--- config.mk ---
export PLATFORM = sky130hd
export DESIGN_NAME = rrt_ctrl
export DESIGN_NICKNAME = d
export VERILOG_FILES = /design/src/design/rrt_pkg.sv /design/src/design/rrt_ctrl.sv
export SDC_FILE = /design/constraint.sdc
export NUM_CORES = 1
export LEC_CHECK = 0
export BUFFER_PORTS_ARGS = -buffer_cell sky130_fd_sc_hd__buf_2
export CORE_AREA = 8 8 45 47
export DETAILED_ROUTE_END_ITERATION = 6
export DIE_AREA = 0 0 53 55
export PLACE_DENSITY_LB_ADDON = 0.3
export SKIP_CTS_REPAIR_TIMING = 1
export SLEW_MARGIN = 20
export SYNTH_ARGS = -nofsm -noshare
export SYNTH_HDL_FRONTEND = slang
export SYNTH_SLANG_ARGS = --single-unit
--- constraint.sdc ---
create_clock -name clk -period 2.6 [get_ports clk]
set_input_delay 0.26 -clock clk [delete_from_list [all_inputs] [get_ports clk]]
set_output_delay 0.26 -clock clk [all_outputs]
set_load 0.05 [all_outputs]
--- src/design/rrt_pkg.sv ---
// Shared types and codes for the registered range table.
package rrt_pkg;

	typedef enum logic [3:0] {
		ACT_OVERLAP   = 4'd0,
		ACT_INS_PIN   = 4'd1,
		ACT_INS_MAP   = 4'd2,
		ACT_CONTAINS  = 4'd3,
		ACT_PIN_BASE  = 4'd4,
		ACT_MAP_BASE  = 4'd5,
		ACT_ERASE_PIN = 4'd6,
		ACT_ERASE_MAP = 4'd7,
		ACT_TRANSLATE = 4'd8
	} action_t;

	typedef enum logic [1:0] {
		ST_OK   = 2'd0,
		ST_DUP  = 2'd1,
		ST_FULL = 2'd2
	} status_t;

	typedef enum logic [1:0] {
		FSM_IDLE,
		FSM_SCAN,
		FSM_FINISH,
		FSM_OUT
	} fsm_state_t;

	// Commands from the controller to the datapath.
	typedef struct packed {
		logic load;     // capture request, clear scan trackers
		logic scan;     // examine the entry under the scan pointer
		logic finish;   // commit the table update and form the result
	} rrt_cmd_t;

	// Status from the datapath to the controller.
	typedef struct packed {
		logic last;     // scan pointer is at the final entry
	} rrt_stat_t;

endpackage

--- src/design/rrt_ctrl.sv ---
// Controller state machine for the registered range table.
module rrt_ctrl (
	input  logic               clk,
	input  logic               arst_n,
	input  logic               in_valid,
	output logic               in_stall,
	output logic               out_valid,
	input  logic               out_stall,
	input  rrt_pkg::rrt_stat_t stat,
	output rrt_pkg::rrt_cmd_t  cmd
);

	rrt_pkg::fsm_state_t state_q, state_d;

	always_ff @(posedge clk or negedge arst_n) begin
		if (!arst_n) begin
			state_q <= rrt_pkg::FSM_IDLE;
		end else begin
			state_q <= state_d;
		end
	end

	always_comb begin
		state_d = state_q;
		case (state_q)
			rrt_pkg::FSM_IDLE: begin
				if (in_valid) state_d = rrt_pkg::FSM_SCAN;
			end
			rrt_pkg::FSM_SCAN: begin
				if (stat.last) state_d = rrt_pkg::FSM_FINISH;
			end
			rrt_pkg::FSM_FINISH: state_d = rrt_pkg::FSM_OUT;
			rrt_pkg::FSM_OUT: begin
				if (!out_stall) state_d = rrt_pkg::FSM_IDLE;
			end
			default: state_d = rrt_pkg::FSM_IDLE;
		endcase
	end

	always_comb begin
		cmd = '0;
		in_stall = 1'b1;
		out_valid = 1'b0;
		case (state_q)
			rrt_pkg::FSM_IDLE: begin
				in_stall = 1'b0;
				cmd.load = in_valid;
			end
			rrt_pkg::FSM_SCAN: cmd.scan = 1'b1;
			rrt_pkg::FSM_FINISH: cmd.finish = 1'b1;
			rrt_pkg::FSM_OUT: out_valid = 1'b1;
			default: ;
		endcase
	end

endmodule

==> results.cfg <==
[final_layout]
largest_registers = state_q (2)
top_register = state_q
antenna_cells = 0
register_area_um2 = 50.0
area_growth_pct = 53.4
largest_reg_flops = 2
nNetsFinal = 42
fill_cells = 155
drive_gt1_share_pct = 53.3
multi_input_comb_area_um2 = 118

[timing]
max_slew_margin_pct = 82.7
tightest_slew_ns = 0.261
period_share_pct = 62.0
rsz0062_at_grt = no
worst_slack_ns = 0.989
drv_slew = 0
final.setup.tns_ns = 0
period_needed_ns = 1.61
setup-violations-final = 0
hold_viol_final = 0
fmax_mhz = 621
skew_ns = 0.00385

[clock_network]
cts_tree = yes
root_buffer = clkbuf_4
cts-buffers-inserted = 3
htree_levels = 1
clkTransAtPathRegs_ns = 0.03
clk_latency_ns = 0.22
clockBufferDepth = 2
cts_sinks = 2

[place]
pre_cts_ws_ns = 1.17
place_congestion = 0.742
dpl.hpwl_um = 353
port_buffers = 9

[worst_setup_path]
cp_slowest_cell = dfrtp_1
rrSetupSlack_ns = 1.17
worstPathRequired_ns = 2.34
crit_path_max_incr_delay_ns = 0.39
crit_chain = inv_1 -> ha_1 -> and2_2 -> buf_2
path_class = reg2out
cp-end-kind = output port
start_kind = flip-flop
cp.arrival_ns = 1.35
cp_max_fo = 4

[global_routing]
grt-ovfl-total = 0
grt_pass1_wl_um = 614
grt_usage_pct = 3.11
grt_max_degree = 5
grt_antenna_before_repair = 0
first_global_vias = 158

[drt]
routed_wl_um = 441
drtPass1Iterations = 1
drc = 0
routed_via_density = 3.17
ant_nets = 0
drtIter0Drc = 0
via_count = 146
wire_per_inst_um = 9.59

[synthesis]
synth_area_um2 = 183
seq_area_frac_synth_pct = 27.4
ys_warn_count = 0
synth.distinct_cells = 10
synth_nets = 27
ys_ff_latch = 2
postSynthAreaPerCell_um2 = 10.7
syn_inst = 17

[floorplanning]
die_area_mm2 = 0.00292
fp.dieW_um = 53
io_pins = 10
die_y_um = 55
rows = 14
start_util_pct = 13.2
design.core.area_mm2 = 0.00138

[outcome]
status = finished clean

[run]
maxCapViolations = 0

[min_path]
hold_class = in2async
-- final timing paths --
kind	start	endpoint	cells past startpoint
min	arst_n	state_q[0]$_DFFE_PN0P_	2
max in group asynchronous	arst_n	state_q[1]$_DFFE_PN0P_	2
max	state_q[0]$_DFFE_PN0P_	cmd[2]	4
min reg2reg	state_q[1]$_DFFE_PN0P_	state_q[1]$_DFFE_PN0P_	1
max reg2reg	state_q[0]$_DFFE_PN0P_	state_q[1]$_DFFE_PN0P_	5
min in group clk	out_stall	state_q[0]$_DFFE_PN0P_	4
-- through the flow --
step	cells	utilization, %	instance area [um2]	hold slack [ns]
floorplan	17	-	183	-0.0356
global placement	42	17.9	248	0.0469
detailed placement	42	17.9	248	0.0477
CTS	45	19.5	270	-0.193
global route	46	20.3	280	0.345
finish	46	20.3	280	0.354
-- critical path, delay by kind of cell (launching register included) --
kind,cells,cell delay [ns]
flops,1,0.39
buf+inv,2,0.38
fa+ha+maj,1,0.21
simple gates,1,0.14
-- logic make-up (layout without fill, tap and decap cells) --
kind of cell	count (synthesis)	after routing	synth area share, %
buffers and inverters	4	17	8.22
adders and majority gates	5	5	34.2
and+or+nand+nor	3	3	8.22
DFF	2	2	27.4
muxes	2	2	13.7
AOI/OAI and AO/OA	1	1	8.22
-- layer usage --
| metal | part of all wire, % | global-route usage [%] | vias up |
|---|---|---|---|
| met3 | 20 | 2.41 | 0 |
| met5 | 0 | 0 | - |
| met4 | 0 | 3.88 | 0 |
| met1 | 46 | 3.50 | 58 |
| li1 | - | - | 79 |
| met2 | 33 | 3.13 | 9 |
-- area by class of cell --
| cell class | count | area share [%] |
|---|---|---|
| Inverter | 4 | 5.36 |
| Tap cell | 16 | 7.14 |
| Sequential cell | 2 | 17.9 |
| Timing Repair Buffer | 10 | 19.6 |
| Clock buffer | 3 | 8.04 |
| Multi-Input combinational cell | 11 | 42.0 |
-- Yosys cell counts, drive strengths merged --
cell | count | share of area (%)
and2 | 1 | 4.1
mux2i | 1 | 5.5
dfrtp | 2 | 27
nor2 | 1 | 2.1
o221ai | 1 | 8.2
inv | 4 | 8.2
ha | 5 | 34
nand2 | 1 | 2.1
mux2 | 1 | 8.2
-- cells in the final DEF, fill, tap and decap left out --
cell type and count:
o221ai_2 1, buf_2 9, ha_1 5, inv_1 3, nor2_1 1, inv_2 1, dfrtp_1 2, and2_2 1
nand2_1 1, clkbuf_4 3, mux2i_1 1, dlygate4sd3_1 1, mux2_4 1
Power is not shown: default switching activity piles up to over one toggle a cycle in this logic, so the estimate is an artifact.
